--- src/sv/dbs_ram.sv ---
// ----------------------------------------------------------------------------
// dbs_ram: generic simple dual-port RAM
// One write port and one read port with registered read data.
// ----------------------------------------------------------------------------
module dbs_ram #(
  parameter int WIDTH = 8,
  parameter int DEPTH = 16
) (
  input  logic                     clk,
  input  logic                     we,
  input  logic [$clog2(DEPTH)-1:0] waddr,
  input  logic [WIDTH-1:0]         wdata,
  input  logic [$clog2(DEPTH)-1:0] raddr,
  output logic [WIDTH-1:0]         rdata
);

  logic [WIDTH-1:0] mem [DEPTH];

  // Write and registered read.
  always_ff @(posedge clk) begin
    if (we) begin
      mem[waddr] <= wdata;
    end
    rdata <= mem[raddr];
  end

endmodule

--- config.mk ---
export PLATFORM = sky130hd
export DESIGN_NAME = dbs_ram
export DESIGN_NICKNAME = d
export VERILOG_FILES = /design/src/sv/dbs_ram.sv
export SDC_FILE = /design/constraint.sdc
export NUM_CORES = 1
export LEC_CHECK = 0
export BUFFER_PORTS_ARGS = -buffer_cell sky130_fd_sc_hd__buf_2
export CAP_MARGIN = 20
export CORE_MARGIN = 10
export CORE_UTILIZATION = 60
export CTS_CLUSTER_SIZE = 40
export DETAILED_ROUTE_END_ITERATION = 16
export PLACE_DENSITY_LB_ADDON = 0.2
export SLEW_MARGIN = 20
export SYNTH_ARGS = -nofsm -noshare
export SYNTH_HDL_FRONTEND = slang
export SYNTH_SLANG_ARGS = --single-unit
--- constraint.sdc ---
create_clock -name clk -period 4.6 [get_ports clk]
set_input_delay 0.69 -clock clk [delete_from_list [all_inputs] [get_ports clk]]
set_output_delay 0.69 -clock clk [all_outputs]
set_load 0.03 [all_outputs]
==> results.txt <==
- DRC violation count after routing: 0
* Aggregate negative setup slack: 0 ns
- Yosys attributes the largest share of cell area to sky130_fd_sc_hd__edfxtp_1, sky130_fd_sc_hd__mux4_2, sky130_fd_sc_hd__mux4_1, sky130_fd_sc_hd__dfxtp_1, sky130_fd_sc_hd__a22oi_1.
- Once detail routing completed, the nets flagged for antenna violations numbered 0.
* Number of cell instances on the worst register-to-register path: 3
- The commonest cells after synthesis are sky130_fd_sc_hd__edfxtp_1, sky130_fd_sc_hd__mux4_2, sky130_fd_sc_hd__a22oi_1.
* Width of the die: 113 µm
- Tightest slew margin relative to the limit: 0.332
- Part of the total power dissipated in the clock network: 0.477
- All-Layer GR Usage: 0.163
- Cell area power density: 492 nW/µm²
- Type of element launching the critical path: input port
- Mean instance size in the synthesized netlist: 22.5 µm²
- Capturing element type of the critical path: flop
- Maximum fanout count along the critical path: 8
- Reg power frac: 0.476
- Of all cell types, the one taking the most synthesized area is sky130_fd_sc_hd__edfxtp_1.
* Worst-Skew Late Latency: 0.50 ns
- The analysis attributes to cell leakage a power of 0.00199 µW.
- At the worst endpoint, the required time is 4.73 ns.
- Clock-pin slew was measured on the worst setup and hold paths at 0.06 ns.
- The floorplan step defined a core boundary enclosing 8300 µm².
* Half-perimeter wire length after detailed placement: 6.10 mm
* Clock Root Buffer: sky130_fd_sc_hd__clkbuf_8
* Area of the die: 12,700 µm²
- Routed wire length: 9.81 mm
- Dividing the detail-routed via count by the number of cells gives 6.16.
- The worst-case IR drop observed on VDD is 0.000373 V.
* Drt first pass iters: 4
* Setup Buffers After CTS: 0
* Final Cycle Share: 0.401
- Initial antenna violation count: 0
* Endpoint with the worst hold slack: mem[3][3]
- Among all cell types in the netlist, the one instantiated most often is sky130_fd_sc_hd__edfxtp_1.
- STA puts the critical path data arrival time at 1.97 ns.
* Worst hold stages: 1
* Number of enable-type register cells in the synthesized netlist: 128
- Sequential element share of the synthesized area: 0.778
- Yosys printed 0 warnings.
* Tmin final: 1.84 ns
* Number of top-level design ports: 26
- Number of global-route vias before repair: 2,506
- Row generation in the floorplan step produced 33 rows.
* Seq cells post-synth: 136
- The worst hold path belongs to the class in2reg.
* Count of antenna diodes in the layout: 0
- Number of buffers added to fix hold violations after cts: 0
- Max-cap violations in this run came to 0.
* H-Tree Depth: 4
* Share of synthesized flip-flops with an asynchronous set or reset: 0
- Most instantiated flip-flop cell in the synthesis netlist: sky130_fd_sc_hd__edfxtp_1
* Share of layout cells above drive strength 1: 0.283
* Clock tree from TritonCTS: done
- Hold Slack: 0.575 ns
- Critical setup path kind: in2reg
- The endpoint identified for the worst register-to-register timing path is rdata[4].
- Proportion of total power due to net switching: 0.195
* Remaining global-route overflow: 0
- For the pin with the worst max-slew slack, the measured transition is 0.998 ns.
- Relative contribution of combinational cells to total power: 0.047
* Clock Sink Count: 136
- Counting every instance in the synthesized netlist gives 229.
* Port-buffer cells: 25
- Of the post-synthesis cell area, the dominant cell type holds 0.747.
- Total CTS buffers: 17
- At the end of the flow, the number of nets in the layout was 282.
- Entering global routing, the biggest net connects 33 pins.
* Beginning of the worst register-to-register path: mem[9][4]
- The flow ran to the end, and the final reports show no timing, DRC or antenna violations.
- The startpoint identified for the worst hold timing path is wdata[3].
- The final-report max-slew violation count is 0.
* Final hold vios: 0
* Post-synthesis cell type count: 19
- Synth-to-Final Area Change: 15.8%
- Setup repair after global routing left no endpoint under its margin.
- DR vias: 2,348
* Maximum clock skew at final layout: 0.00929 ns
- For this configuration, the core starts out at a cell density of 0.620.
* Post-CTS resize count: 0
- WL per Instance: 25.8 µm
- Upper clock frequency limit: 0.542 GHz
- Internal Power: 2360 µW
- Post-Synthesis Cell Area: 5150 µm²
- In this run the vertical extent of the chip is 113 µm.
- Total nets after synthesis: 247
- In this run the register-to-register setup slack is 3.20 ns.
- The clock passes through at most 2 buffers.
- In this run, the number of DRC markers left after iteration 0 of detailed routing was 183.
* RePlAce Congestion: 0.742
- In this run the power spent charging and discharging nets is 572 µW.
* Global-route wire length before repair: 15.1 mm
- Final setup violating endpoints: 0
## metrics by stage
step	area, µm²	std cells	total power, µW	worst slack, ns	util
2_1_floorplan	5150	229	1500	2.42	-
3_3_place_gp	5340	350	1550	1.86	0.643
3_5_place_dp	5340	350	1560	1.85	0.643
4_1_cts	5960	381	2950	2.39	0.718
5_1_grt	5960	381	3020	2.65	0.719
6_report	5960	381	2930	2.76	0.719
## sequential cells by signal, summed over array words and instances (netlist names)
name,count
mem,128
rdata,8
## layer usage
layer	global-route usage	up-vias	wire length, µm
met5	0	-	0
li1	-	1046	-
met4	0.0533	0	78
met3	0.0501	7	701
met2	0.248	87	4880
met1	0.220	1208	4150
## critical path: stages
cell	delay, ns
sky130_fd_sc_hd__buf_2	0.12
sky130_fd_sc_hd__or3b_2	0.52
sky130_fd_sc_hd__nor2_1	0.64
## worst max path at each step
stage,startpoint,endpoint,slack (ns),depth (start not counted)
2_1_floorplan,waddr[2],mem[0][0],2.42,2
3_3_place_gp,raddr[0],rdata[4],1.86,4
3_5_place_dp,raddr[0],rdata[4],1.85,4
4_1_cts,raddr[0],rdata[4],2.39,4
5_1_grt,raddr[0],rdata[4],2.65,4
6_report,waddr[2],mem[3][7],2.76,3
## layout make-up
cell class | count | area [µm²]
repair buffers | 26 | 135
fillers | 478 | 2340
multi-input cells | 83 | 1070
clock buffers | 17 | 414
flip-flops and latches | 136 | 4000
clock inverters | 14 | 206
well taps | 105 | 131
## power by group through the flow
stage	logic, µW	clock network [µW]	registers [µW]
after floorplan	70.3	0	1430
after detailed placement	137	0	1420
after global routing	148	1470	1400
after global placement	133	0	1420
final	137	1400	1400
after CTS	138	1420	1400
## kinds of logic (layout without fill, tap and decap cells)
kind of cell           Yosys count  in the layout  share of synthesized area
flip-flops                     136            136                      0.778
AO/OA/AOI/OAI                   16             16                     0.0233
buffers and inverters           10             57                     0.0168
multiplexers                    32             32                      0.150
AND/OR/NAND/NOR                 35             35                     0.0318
## cells in the final DEF, fill, tap and decap left out, drive strengths merged
| cell type | Yosys | layout |
|---|---|---|
| bufinv | 0 | 5 |
| buf | 7 | 26 |
| nor2 | 13 | 13 |
| nand2b | 2 | 2 |
| and2 | 1 | 1 |
| clkbuf | 0 | 17 |
| mux4 | 32 | 32 |
| nor3 | 4 | 4 |
| or3b | 1 | 1 |
| and2b | 1 | 1 |
| a22oi | 16 | 16 |
| dfxtp | 8 | 8 |
| edfxtp | 128 | 128 |
| clkinvlp | 0 | 5 |
| nand3 | 1 | 1 |
| clkinv | 0 | 4 |
| nor2b | 1 | 1 |
| nand3b | 2 | 2 |
| nand2 | 9 | 9 |
Power figures use the tool's default switching activity.
